### config.mk
export PLATFORM = sky130hd
export DESIGN_NAME = scancode_to_ascii_decoder
export DESIGN_NICKNAME = d
export VERILOG_FILES = /design/src/hdl/sc2a_pkg.sv /design/src/hdl/scancode_to_ascii_decoder.sv
export SDC_FILE = /design/constraint.sdc
export NUM_CORES = 1
export LEC_CHECK = 0
export BUFFER_PORTS_ARGS = -buffer_cell sky130_fd_sc_hd__buf_2
export CORE_UTILIZATION = 35
export DETAILED_ROUTE_END_ITERATION = 8
export PLACE_DENSITY_LB_ADDON = 0.1
export SLEW_MARGIN = 30
export SYNTH_ARGS = -nofsm -noshare
export SYNTH_HDL_FRONTEND = slang
export SYNTH_SLANG_ARGS = --single-unit
export TNS_END_PERCENT = 20
### constraint.sdc
create_clock -name clk -period 9.5 [get_ports clk]
set_input_delay 1.425 -clock clk [delete_from_list [all_inputs] [get_ports clk]]
set_output_delay 1.425 -clock clk [all_outputs]
set_load 0.02 [all_outputs]
### src/hdl/sc2a_pkg.sv
`default_nettype none

package sc2a_pkg;

  localparam int unsigned ByteW = 8;
  localparam int unsigned KeyW  = 7;
  localparam int unsigned CharW = 7;

  typedef logic [KeyW-1:0]  key_t;
  typedef logic [CharW-1:0] char_t;

  localparam key_t KeyNone   = 7'd0;
  localparam key_t KeyLctrl  = 7'd29;
  localparam key_t KeyLshift = 7'd42;
  localparam key_t KeyRshift = 7'd54;
  localparam key_t KeyCaps   = 7'd58;
  localparam key_t KeyRows   = 7'd90;

  // Unshifted character for a key; zero where the key has no mapping
  // (this also covers every key past the end of the table).
  function automatic char_t plain_char(input key_t key);
    char_t c;
    case (key)
      7'd1:    c = 7'h1B;
      7'd2:    c = 7'h31;
      7'd3:    c = 7'h32;
      7'd4:    c = 7'h33;
      7'd5:    c = 7'h34;
      7'd6:    c = 7'h35;
      7'd7:    c = 7'h36;
      7'd8:    c = 7'h37;
      7'd9:    c = 7'h38;
      7'd10:   c = 7'h39;
      7'd11:   c = 7'h30;
      7'd12:   c = 7'h2D;
      7'd13:   c = 7'h3D;
      7'd14:   c = 7'h08;
      7'd15:   c = 7'h09;
      7'd16:   c = 7'h71;
      7'd17:   c = 7'h77;
      7'd18:   c = 7'h65;
      7'd19:   c = 7'h72;
      7'd20:   c = 7'h74;
      7'd21:   c = 7'h79;
      7'd22:   c = 7'h75;
      7'd23:   c = 7'h69;
      7'd24:   c = 7'h6F;
      7'd25:   c = 7'h70;
      7'd26:   c = 7'h5B;
      7'd27:   c = 7'h5D;
      7'd28:   c = 7'h0A;
      7'd30:   c = 7'h61;
      7'd31:   c = 7'h73;
      7'd32:   c = 7'h64;
      7'd33:   c = 7'h66;
      7'd34:   c = 7'h67;
      7'd35:   c = 7'h68;
      7'd36:   c = 7'h6A;
      7'd37:   c = 7'h6B;
      7'd38:   c = 7'h6C;
      7'd39:   c = 7'h3B;
      7'd40:   c = 7'h27;
      7'd41:   c = 7'h60;
      7'd43:   c = 7'h5C;
      7'd44:   c = 7'h7A;
      7'd45:   c = 7'h78;
      7'd46:   c = 7'h63;
      7'd47:   c = 7'h76;
      7'd48:   c = 7'h62;
      7'd49:   c = 7'h6E;
      7'd50:   c = 7'h6D;
      7'd51:   c = 7'h2C;
      7'd52:   c = 7'h2E;
      7'd53:   c = 7'h2F;
      7'd55:   c = 7'h2A;
      7'd57:   c = 7'h20;
      7'd74:   c = 7'h2D;
      7'd78:   c = 7'h2B;
      default: c = 7'h00;
    endcase
    return c;
  endfunction

  // Shifted character; zero means fall back to the plain column.
  function automatic char_t shift_char(input key_t key);
    char_t c;
    case (key)
      7'd2:    c = 7'h21;
      7'd3:    c = 7'h40;
      7'd4:    c = 7'h23;
      7'd5:    c = 7'h24;
      7'd6:    c = 7'h25;
      7'd7:    c = 7'h5E;
      7'd8:    c = 7'h26;
      7'd9:    c = 7'h2A;
      7'd10:   c = 7'h28;
      7'd11:   c = 7'h29;
      7'd12:   c = 7'h5F;
      7'd13:   c = 7'h2B;
      7'd16:   c = 7'h51;
      7'd17:   c = 7'h57;
      7'd18:   c = 7'h45;
      7'd19:   c = 7'h52;
      7'd20:   c = 7'h54;
      7'd21:   c = 7'h59;
      7'd22:   c = 7'h55;
      7'd23:   c = 7'h49;
      7'd24:   c = 7'h4F;
      7'd25:   c = 7'h50;
      7'd26:   c = 7'h7B;
      7'd27:   c = 7'h7D;
      7'd30:   c = 7'h41;
      7'd31:   c = 7'h53;
      7'd32:   c = 7'h44;
      7'd33:   c = 7'h46;
      7'd34:   c = 7'h47;
      7'd35:   c = 7'h48;
      7'd36:   c = 7'h4A;
      7'd37:   c = 7'h4B;
      7'd38:   c = 7'h4C;
      7'd39:   c = 7'h3A;
      7'd40:   c = 7'h22;
      7'd41:   c = 7'h7E;
      7'd43:   c = 7'h7C;
      7'd44:   c = 7'h5A;
      7'd45:   c = 7'h58;
      7'd46:   c = 7'h43;
      7'd47:   c = 7'h56;
      7'd48:   c = 7'h42;
      7'd49:   c = 7'h4E;
      7'd50:   c = 7'h4D;
      7'd51:   c = 7'h3C;
      7'd52:   c = 7'h3E;
      7'd53:   c = 7'h3F;
      default: c = 7'h00;
    endcase
    return c;
  endfunction

endpackage

`default_nettype wire

### src/hdl/scancode_to_ascii_decoder.sv
// Channel | Dir | Handshake         | Payload
// in_     | in  | in_tvalid/tready  | in_tdata[7:0]  = scan_byte
// out_    | out | out_tvalid/tready | out_tdata[7:0] = character (6:0), zero pad (7)
//
// One beat per cycle while the result is not stalled; bytes pass the input
// register, then the result register fed by table lookup and shift/caps update.
// Presses, modifier keys, key zero and left ctrl produce no result beat.
// rst_n is synchronous, active low; it clears both valids and both flags.
// A stalled result only blocks the input stage if that stage holds a byte
// that would produce a result; other bytes keep draining.
`default_nettype none

module scancode_to_ascii_decoder (
  input  wire logic       clk,
  input  wire logic       rst_n,
  input  wire logic       in_tvalid,
  output logic            in_tready,
  input  wire logic [7:0] in_tdata,   // [7:0] scan_byte
  output logic            out_tvalid,
  input  wire logic       out_tready,
  output logic [7:0]      out_tdata   // [6:0] character, [7] zero
);

  logic                        s1_vld_r;
  logic [sc2a_pkg::ByteW-1:0]  s1_byte_r;
  logic                        shift_r, shift_nxt;
  logic                        caps_r, caps_nxt;
  logic                        out_vld_r, out_vld_nxt;
  sc2a_pkg::char_t             out_char_r;

  logic            released;
  sc2a_pkg::key_t  key;
  logic            is_shift, is_caps, silent;
  logic            emit;
  logic            out_free;
  logic            s1_adv;
  sc2a_pkg::char_t plain_c, shift_c, ch;

  assign released = s1_byte_r[7];
  assign key      = s1_byte_r[6:0];
  assign is_shift = (key == sc2a_pkg::KeyLshift) || (key == sc2a_pkg::KeyRshift);
  assign is_caps  = (key == sc2a_pkg::KeyCaps);
  assign silent   = (key == sc2a_pkg::KeyNone) || (key == sc2a_pkg::KeyLctrl) ||
                    is_shift || is_caps;
  assign emit     = s1_vld_r && released && !silent;

  assign plain_c  = sc2a_pkg::plain_char(key);
  assign shift_c  = sc2a_pkg::shift_char(key);
  assign ch       = ((shift_r || caps_r) && (shift_c != '0)) ? shift_c : plain_c;

  assign out_free  = !out_vld_r || out_tready;
  assign s1_adv    = s1_vld_r && (!emit || out_free);
  assign in_tready = !s1_vld_r || s1_adv;

  always_comb begin
    shift_nxt   = shift_r;
    caps_nxt    = caps_r;
    out_vld_nxt = out_vld_r && !out_tready;
    if (s1_adv) begin
      if (is_shift) begin
        shift_nxt = !released;
      end
      if (is_caps && released) begin
        caps_nxt = !caps_r;
      end
      if (emit) begin
        out_vld_nxt = 1'b1;
      end
    end
  end

  always_ff @(posedge clk) begin
    if (!rst_n) begin
      s1_vld_r  <= 1'b0;
      shift_r   <= 1'b0;
      caps_r    <= 1'b0;
      out_vld_r <= 1'b0;
    end else begin
      if (in_tready) begin
        s1_vld_r <= in_tvalid;
      end
      shift_r   <= shift_nxt;
      caps_r    <= caps_nxt;
      out_vld_r <= out_vld_nxt;
    end
  end

  always_ff @(posedge clk) begin
    if (in_tready && in_tvalid) begin
      s1_byte_r <= in_tdata;
    end
    if (s1_adv && emit) begin
      out_char_r <= ch;
    end
  end

  assign out_tvalid = out_vld_r;
  assign out_tdata  = {1'b0, out_char_r};

`ifndef SYNTHESIS
  a_shift_follows: assert property (@(posedge clk) disable iff (!rst_n)
    s1_adv && is_shift |=> shift_r == !$past(released))
    else $error("shift flag not updated by shift key");

  a_caps_toggle: assert property (@(posedge clk) disable iff (!rst_n)
    s1_adv && is_caps && released |=> caps_r != $past(caps_r))
    else $error("caps flag not toggled on caps release");

  a_emit_lands: assert property (@(posedge clk) disable iff (!rst_n)
    s1_adv && emit |=> out_tvalid && out_tdata[6:0] == $past(ch))
    else $error("result beat lost or corrupted");

  a_beyond_table: assert property (@(posedge clk) disable iff (!rst_n)
    s1_adv && emit && key >= sc2a_pkg::KeyRows |=> out_tdata[6:0] == '0)
    else $error("key beyond table gave nonzero character");

  a_no_overrun: assert property (@(posedge clk) disable iff (!rst_n)
    out_tvalid && !out_tready |-> !(s1_adv && emit))
    else $error("result register overwritten while stalled");
`endif

endmodule

`default_nettype wire

After elaboration in Yosys (flattened, before gate mapping):

Memory sizes are Yosys's and may differ from the RTL's. A register that Yosys moved wholly into a read port is not among the register bits.
Cells that the tools add are included.

* register bits after elaboration: 19
* bits in read-only memories: 1344
* logic and storage cells: 45
* memories kept: 2

* equal/unequal tests: 4
* mux-type cells: 6
* reductions and logical operators: 27

Memories
* (name not given): words 128, width 7, rd ports 1, clocked after Yosys merged registers in 1, wr ports 0, line sc2a_pkg.sv:23 `case (key)`
* (name not given): words 64, width 7, rd ports 1, clocked after Yosys merged registers in 1, wr ports 0, line sc2a_pkg.sv:87 `case (key)`

Operator list (count)
* 7-bit by 6-bit equality test with 1-bit output, second input constant: 3
* 7-bit 2-to-1 mux: 3
* 1-bit logical AND: 8
* 1-bit logical OR: 8
* 7-bit by 5-bit equality test with 1-bit output, second input constant: 1
* 1-bit zero test: 7
* 7-bit zero test: 1
* 7-bit nonzero test: 1
* 6-bit 2-to-1 mux: 1
* 2-bit AND reduction: 2
* 1-bit 2-to-1 mux: 2

Depth between registers and ports, before layout:

Gate-level depths: netlist of the first run.

* word-level depth: 12
* depth in mapped cells: 14
* mapped depth without buffers: 13

Worst setup path before layout of the first run:

No wires, ideal clock.

* kind: input -> register
* from: input port out_tready
* to: register plain_c[2] (netlist name)
* setup time: 0.127 ns
* arrival time: 3.786 ns
* data required time: 9.373 ns
* slack: 5.587 ns
* stages: 10
* buffers on the path: 1
* path through: nor2b_1 > nand4_1 > a311o_1 > buf_2 > ha_1 > and3_1 > a31oi_1 > o21ai_0 > a32oi_1 > a31oi_1

* word-level cells in the longest chain between the ends: 6

Ends and longest elaborated chain
* start: declaration: line scancode_to_ascii_decoder.sv:20 `input wire logic out_tready,`
* 1-bit logical OR: line scancode_to_ascii_decoder.sv:51 `assign out_free = !out_vld_r || out_tready;`
* 1-bit logical OR: line scancode_to_ascii_decoder.sv:52 `assign s1_adv = s1_vld_r && (!emit || out_free);`
* 1-bit logical AND: line scancode_to_ascii_decoder.sv:52
* 1-bit logical OR: line scancode_to_ascii_decoder.sv:53 `assign in_tready = !s1_vld_r || s1_adv;`
* named net in_tready: line scancode_to_ascii_decoder.sv:17 `output logic in_tready,`
* 1-bit logical AND: line scancode_to_ascii_decoder.sv:89 `if (in_tready && in_tvalid) begin`
* 7-bit 2-to-1 mux (no source line)

The timed path passes the listed nets, and every way through them passes these cells.
A chain may end at the register's enable or synchronous reset.

Final worst setup path of the first run:

* from: input port out_tready
* to: register plain_c[2] (netlist name)

* word-level cells in the longest chain between the ends: 6

Ends and longest elaborated chain (line)
* 1-bit logical OR: scancode_to_ascii_decoder.sv:51
* 1-bit logical OR: scancode_to_ascii_decoder.sv:52
* 1-bit logical AND: scancode_to_ascii_decoder.sv:52
* 1-bit logical OR: scancode_to_ascii_decoder.sv:53
* 1-bit logical AND: scancode_to_ascii_decoder.sv:89
* 7-bit 2-to-1 mux (no source line)

No other way between the ends.

==> results of run 1 <==
## logic make-up (layout without fill, tap and decap cells)
| family | after synthesis | in the layout | share of synthesized area [%] |
|---|---|---|---|
| AOI/OAI and AO/OA | 112 | 112 | 27.9 |
| and+or+nand+nor | 110 | 110 | 20.8 |
| buffers and inverters | 34 | 42 | 7.62 |
| DFF | 33 | 33 | 30.5 |
| muxes | 14 | 14 | 6.40 |
| adders and majority gates | 12 | 12 | 5.65 |
| xor gates and xnor gates | 3 | 3 | 0.988 |
| other | 1 | 1 | 0.141 |
## synthesized netlist by cell type (3+ instances only)
cell	number	area share, %
o21ai_0	27	5.1
nor2_2	3	0.71
a31oi_1	9	2.1
and2_1	3	0.71
o221ai_1	3	0.99
nand2b_1	3	0.71
buf_2	7	1.3
nand2_1	34	4.8
a21oi_1	22	4.1
nor3_1	8	1.5
edfxtp_1	15	17
xor2_1	3	0.99
a211o_1	3	0.99
nand3_1	5	0.94
a211oi_1	5	1.4
mux2i_1	8	3.0
buf_4	3	0.85
inv_1	10	1.4
o311ai_1	3	0.99
mux2_4	3	1.7
ha_1	12	5.6
buf_6	6	2.5
nand4_1	3	0.71
nor2_1	28	4.0
nand3b_1	8	2.3
o21a_1	3	0.85
o21ai_1	8	1.5
a21boi_0	3	0.85
dfxtp_1	18	14
clkbuf_1	5	0.71
## worst reg2reg max path, delay by kind of cell, from the launching register on
kind                       cells  cell delay, ns
AOI/OAI and AO/OA              6            1.56
DFF                            1            0.63
and+or+nand+nor                2            0.48
buffers and inverters          2            0.35
adders and majority gates      1            0.31
muxes                          1            0.29
## power breakdown
part / switching [µW] / internal [µW] / leakage, µW
combinational: 72.4 / 38.2 / 0.000749
clock: 50.7 / 77.4 / 0.0000528
sequential: 9.40 / 162 / 0.000291
total: 133 / 278 / 0.00109
## final timing paths
check	start	endpoint	slack, ns	cells after the start
max	out_tready	plain_c[2]	5.45	12
min	out_tvalid	out_tvalid	0.52	2
max reg2reg	s1_byte_r[3]	plain_c[2]	5.76	12
min reg2reg	out_tvalid	out_tvalid	0.52	2
## placed cells by master (no fill, tap or decap), types with 4 or more instances in the layout
cell type / n
a21oi_1: 22
nor2_1: 28
nand2_1: 34
dfxtp_1: 18
nor3_1: 8
ha_1: 12
nand3_1: 5
a211oi_1: 4
nand3b_1: 8
o21ai_0: 27
inv_1: 10
edfxtp_1: 15
buf_2: 20
a31oi_1: 9
clkbuf_8: 5
mux2i_1: 8
o21ai_1: 8
## layer usage
metal	global-route usage (%)	part of all wire, %	vias up
li1	-	-	1193
met3	2.77	7.5	9
met1	29.3	46	1194
met4	6.78	1.5	0
met2	33.7	45	122
met5	0	0	-
## per-stage QoR
step,worst slack (ns),area [µm²],std cells
floorplan,5.59,2660,319
global placement,5.30,2750,418
detailed placement,5.22,2750,418
CTS,5.52,2860,426
global route,5.32,2860,426
finish,5.45,2860,426
## cell type report
class                           count  share of cell area (%)
Multi-Input combinational cell    252                    57.7
Inverter                           13                    2.06
Sequential cell                    33                    28.4
Clock buffer                        6                    2.54
Tap cell                           99                    4.33
Clock inverter                      2                    1.18
Timing Repair Buffer               21                    3.77
==> impl_summary.md, run 1 <==
Synthesis
The register bit total from synthesis is 33. During synthesis, Yosys emitted a total of 0 warnings. The number of standard cells after synthesis is 319. Of all flip-flops after synthesis, the portion carrying an async set or reset was 0%. The number of enable flip-flop cells after synthesis is 15.

Sequential elements use 30.5% of the synthesized area. The synthesized area divided by synthesized cell count is 8.33 µm². The post-synth net total is 343. The most frequently used flop master after synthesis is dfxtp_1. The cell area after synthesis is 2660 µm². The number of unique standard cell types used by synthesis is 66.

Cells and area
The share of the core filled with cells in the final layout is 39.2%. From synthesis to final layout, the design area changed by 7.48%. In the final layout, flip-flops and latches occupy 811 µm².

0 antenna diodes ended up in the layout. In the final layout, the share of cells above drive strength 1 is 15.3%. After the last flow step, the layout net total stands at 350. The filler cells instantiated in the layout total 793. The multi-input combinational cells in the finished layout cover a total of 1650 µm².

STA
The actual slew at the worst max-slew pin is 0.830 ns. The hold violation count in the final report was 0. The final count of pins violating max slew is 0. The worst-case headroom to the max-slew limit is 44.7%. On the final layout, the worst hold slack is 0.523 ns. The final worst clock skew is 0.00567 ns. The post-route minimum period is 4.05 ns.

Static timing analysis puts the maximum clock frequency at 247 MHz. The aggregate negative setup slack is 0 ns. Setup repair after global routing left no endpoint under its margin. The portion of the clock cycle consumed by the worst path in the final layout is 42.6%. The final setup violation count is 0.

Route
The routed design has 7700 µm of wire. The first-pass iteration count of the detailed router is 5. The post-detailed-route count of antenna-violating nets is 0.

The total number of vias is 2518. The residual DRC count is 0. The ratio of routed vias to standard cells is 5.91. The starting DRC count in detailed routing is 240. Dividing the detail-routed wire length by the instance count gives 18.1 µm.

Clocking
Clock tree synthesis selected as its root buffer the cell clkbuf_8. At the later pin of the worst-skew pair, clock insertion delay measures 0.28 ns. The number of gates resized after CTS was 0. After clock tree synthesis, the setup repair step added 0 buffers. The number of hold buffers added after CTS was 0. TritonCTS built the clock tree.

The H-tree was split into 2 levels. CTS saw 33 sinks. After clock tree synthesis, the clock-pin slew on the worst setup and hold paths is 0.07 ns. The maximum number of buffers from clock root to sink is 2. Buffers inserted during clock tree synthesis total 5.

Power
The total power after layout is 410 µW. The total power per unit cell area is 144 nW/µm². The worst-case vdd ir drop is 49.6 µV. The leakage component of the power is 0.00109 µW.

Setup path
The worst setup path is of the in -> reg kind. In this run the worst path has a maximum fanout of 25. At the worst endpoint, the arrival time is 4.20 ns.

The kind of end point of the critical path is a flop. The delay of the slowest critical-path stage is 0.50 ns. The largest delay contributor family on the critical path is compound AO/OA/AOI/OAI gates. The most frequent cell on the critical path is a31oi_1. The worst setup path is launched from a primary input.

The largest individual stage delay along the critical path comes from the cell a31oi_1. Data on the critical path is required at its endpoint by 9.66 ns. The number of buffer and inverter stages on the critical path is 3.

The critical path goes through buf_2, nor2b_1, a41o_4, inv_8, mux2_4, inv_1, ha_1, and3_1, a31oi_1, o21ai_0, a32oi_1, a31oi_1.

Flow run
The max capacitance violation total is 0.

GRT
The initial antenna violation count is 0. The first-pass GRT wire length is 12600 µm. The number of global-route vias before repair is 2373. In the global route stage, overall resource usage came out at 21.1%. The maximum number of pins on one net before global-route repair is 26. The leftover overflow at the end of global routing is 0.

Run status
The run finished with clean final reports.

Floorplanning
The placeable core region is 7290 µm². The die outline area is 7950 µm². The I/O pin count is 22. The die is 89.2 µm tall. The starting density of the core is 36.5%. Row generation in the floorplan step produced 31 rows. The horizontal die dimension is 89.2 µm.

Place
The number of buffers inserted by port buffering is 20. The final estimated routing congestion in global placement is 0.920. After legalization and detailed placement, the total HPWL measured 5550 µm.

Hold path
The type of the worst min-delay path is reg -> reg.
Power figures use the tool's default switching activity.
==> inputs of run 2 (changes only) <==
--- a/config.mk
+++ b/config.mk
@@ -5,6 +5,7 @@
 export SDC_FILE = /design/constraint.sdc
 export NUM_CORES = 1
 export LEC_CHECK = 0
+export ABC_AREA = 1
 export BUFFER_PORTS_ARGS = -buffer_cell sky130_fd_sc_hd__buf_2
 export CORE_UTILIZATION = 35
 export DETAILED_ROUTE_END_ITERATION = 8
==> constraint.sdc (replaced) <==
create_clock -name clk -period 4.1 [get_ports clk]
set_input_delay 0.615 -clock clk [delete_from_list [all_inputs] [get_ports clk]]
set_output_delay 0.615 -clock clk [all_outputs]
set_load 0.02 [all_outputs]
==> impl_summary.md, run 2 <==
Run status
The flow ran to the end, and the final reports show no timing, DRC or antenna violations.

Synthesis
The commonest cells after synthesis are nand2_1 (121), nand3_1 (51), inv_1 (20). The most frequent cell after synthesis is nand2_1. After technology mapping, the gate count stands at 362. The post-synthesis cell type with the largest combined area is nand2_1.

Yosys attributes the largest share of cell area to nand2_1 (18%), edfxtp_1 (18%), dfxtp_1 (14%). The most frequently used flop master after synthesis is dfxtp_1. After synthesis the cells add up to 2560 µm². The number of unique standard cell types used by synthesis is 31. The number of enable flip-flop cells after synthesis is 15. The post-synth net total is 386.

The count of synthesis-stage warnings from yosys is 0. The area share of the largest cell type after synthesis is 17.8%. The register bit total from synthesis is 33. Of all flip-flops after synthesis, the portion carrying an async set or reset was 0%.

The synthesized area divided by synthesized cell count is 7.06 µm². Of the synthesized area, sequential elements account for 31.7%.

Cells and area
At the end of the flow, the number of nets in the layout was 397. The most frequent standard cell in the layout excluding fill and tap cells is nand2_1. In the layout the commonest cells are nand2_1 (121), nand3_1 (51), inv_1 (20), buf_2 (20). The count of cells in the finished layout, fillers not included, comes to 470.

In the final layout, the share of cells above drive strength 1 is 17.1%. From synthesis to final layout, the design area changed by 7.73%. The repair_antennas step left the layout with diodes totalling 0.

Power
The worst-case vdd ir drop is 101 µV. The leakage component of the power is 0.00130 µW. The total power per unit cell area is 334 nW/µm².

Hold path
The startpoint identified for the worst hold timing path is shift_r. The min-delay analysis places its worst path in the category reg -> reg.

STA
The portion of the clock cycle consumed by the worst path in the final layout is 70.4%. The final setup violation count is 0. The final count of pins violating max slew is 0.

Timing would allow up to 346 MHz. Summed over all failing endpoints, the final setup total negative slack is 0 ns. The hold violation count in the final report is 0. The post-route minimum period is 2.89 ns. In this run the tightest slew margin relative to its limit is 49.7%. The final worst clock skew is 0.00567 ns.

Setup repair after global routing left no endpoint under its margin. At the pin with the least slew margin, the transition time is 0.755 ns.

Flow run
The tool flagged a number of max-cap violations equal to 0.

Clocking
Counting the buffers created by CTS gives 5. The clock edge transition at the registers on the reported setup and hold paths is 0.07 ns. Post-CTS repair changed the size of 0 cells.

The CTS tree is built. Counting every sink on the clock net gives 33. In this run, post-CTS hold repair placed 0 buffers.

The clock insertion delay at the later pin of the skew report is 0.28 ns. In this run the number of H-tree levels came out at 2. Buffers added to address setup during post-CTS repair amount to 0.

The maximum number of buffers from clock root to sink is 2. The buffer cell driving the clock tree root is clkbuf_8.

Route
The starting DRC count in detailed routing is 152. After detailed routing, the average wire length per cell comes to 13.8 µm. The total wirelength of the detailed-routed design is 6470 µm. Summing over every cut layer, the via total after detailed routing is 2367. In the routed layout, each cell is associated on average with a via count of 5.04. The first TritonRoute pass finished after 4 iterations. The count of nets left with antenna violations once routing finished came out at 0.

After detailed routing, the number of remaining DRC violations is 0.

Floorplanning
The vertical die dimension is 87.5 µm. The row count is 30. The I/O pin count is 22.

After floorplanning, the core was sized to cover 6940 µm². The horizontal die dimension is 87.5 µm. The starting density of the core is 36.8%. The die outline area is 7650 µm².

GRT
The first-pass GRT wire length is 10900 µm. The leftover overflow at the end of global routing is 0. Entering global routing, the biggest net connects 33 pins. The initial antenna violation count is 0.

Global routing used 18.6% of the available tracks across all layers. The number of global-route vias before repair was 2250.

Setup path
The reg-to-reg startpoint is s1_byte_r[4]. The peak fanout along the critical path is 16. The data arrival time of the worst path is 3.06 ns.

The classification of the worst setup path is reg -> reg. STA classifies the critical path endpoint as a flop. The worst setup path is launched from a flop. Data on the critical path is required at its endpoint by 4.27 ns. In this run the worst setup path begins at s1_byte_r[4].

Place
At the end of routability-driven placement, the weighted congestion stood at 0.895. Buffers placed on the I/O ports in this run total 20. The HPWL reported at the end of detailed placement is 4820 µm.

The number of cells in the design after placement is 462.
==> run 2: cell count changes in the layout (fill, tap and decap cells not counted), sizes merged, moves of 4 or more <==
cell    before  now
o311ai       4    0
nor3         8    2
nor2        31   24
o211ai       1    6
nand3        5   58
mux2i        9    0
nand2       35  135
a211oi       5    0
mux2         5    0
a21oi       22   13
o21ai       37   25
a31oi        9    1
inv         13   26
nand3b       8    2
==> run 2: worst max-delay path: stages (launching register included) <==
cell and delay (ns):
edfxtp_1 0.48, nand2_1 0.12, nor2_2 0.05, nand3_1 0.07, nand2_1 0.08, nor2_4 0.15
nand3_4 0.18, nand2_4 0.23, nand2_1 0.09, nand2_2 0.19, ha_1 0.28, inv_1 0.14
nand3_1 0.16, nand3_1 0.14, nand2_1 0.08, nand2_1 0.09, nand2_1 0.06, nand2_1 0.05
nand2_1 0.05, nand2_1 0.06, nand2_1 0.04
==> run 2: path summary, 6_finish.rpt <==
kind	to	slack (ns)	cells past startpoint
setup / recovery	plain_c[2]	1.21	20
hold / removal	shift_r	0.48	2
setup reg to reg	plain_c[2]	1.21	20
hold reg to reg	shift_r	0.48	2
==> run 2: metal layers <==
| layer | vias up | part of all wire [%] | track usage (%) |
|---|---|---|---|
| li1 | 1217 | - | - |
| met1 | 1069 | 49 | 25.4 |
| met2 | 74 | 45 | 29.7 |
| met3 | 7 | 4.5 | 2.27 |
| met4 | 0 | 1.4 | 7.15 |
| met5 | - | 0 | 0 |
==> run 2: through the flow <==
step | total power, µW | hold slack [ns] | utilization (%) | cell area, µm² | worst slack, ns
after floorplan | 585 | 0.443 | - | 2560 | 1.69
after global placement | 640 | 0.474 | 38.1 | 2650 | 1.31
after detailed placement | 635 | 0.473 | 38.1 | 2650 | 1.25
after CTS | 928 | 0.483 | 39.7 | 2760 | 1.24
after global routing | 977 | 0.498 | 39.7 | 2760 | 0.974
final | 919 | 0.477 | 39.7 | 2760 | 1.21
==> run 2: where the power goes <==
part	switching (µW)	internal (µW)	leakage [µW]	total, µW
clock network	110	179	0.0000528	289
registers	10.9	373	0.000292	384
logic	170	76.6	0.000953	246
total	290	629	0.00130	919
==> run 2: cells by family after synthesis <==
logic type / after synthesis / share of synthesized area [%]
AND/OR/NAND/NOR: 224 / 42.1
AO/OA/AOI/OAI: 49 / 11.0
buffers and inverters: 42 / 8.85
flip-flops: 33 / 31.7
adder cells (fa/ha/maj): 12 / 5.87
XOR/XNOR: 1 / 0.343
other: 1 / 0.147
==> run 2: final cells by class <==
type | instances | area, µm²
clock buffers | 6 | 72.6
clock inverters | 2 | 33.8
fillers | 752 | 4190
inverters | 26 | 97.6
multi-input cells | 287 | 1520
flip-flops and latches | 33 | 811
well taps | 96 | 120
repair buffers | 20 | 100
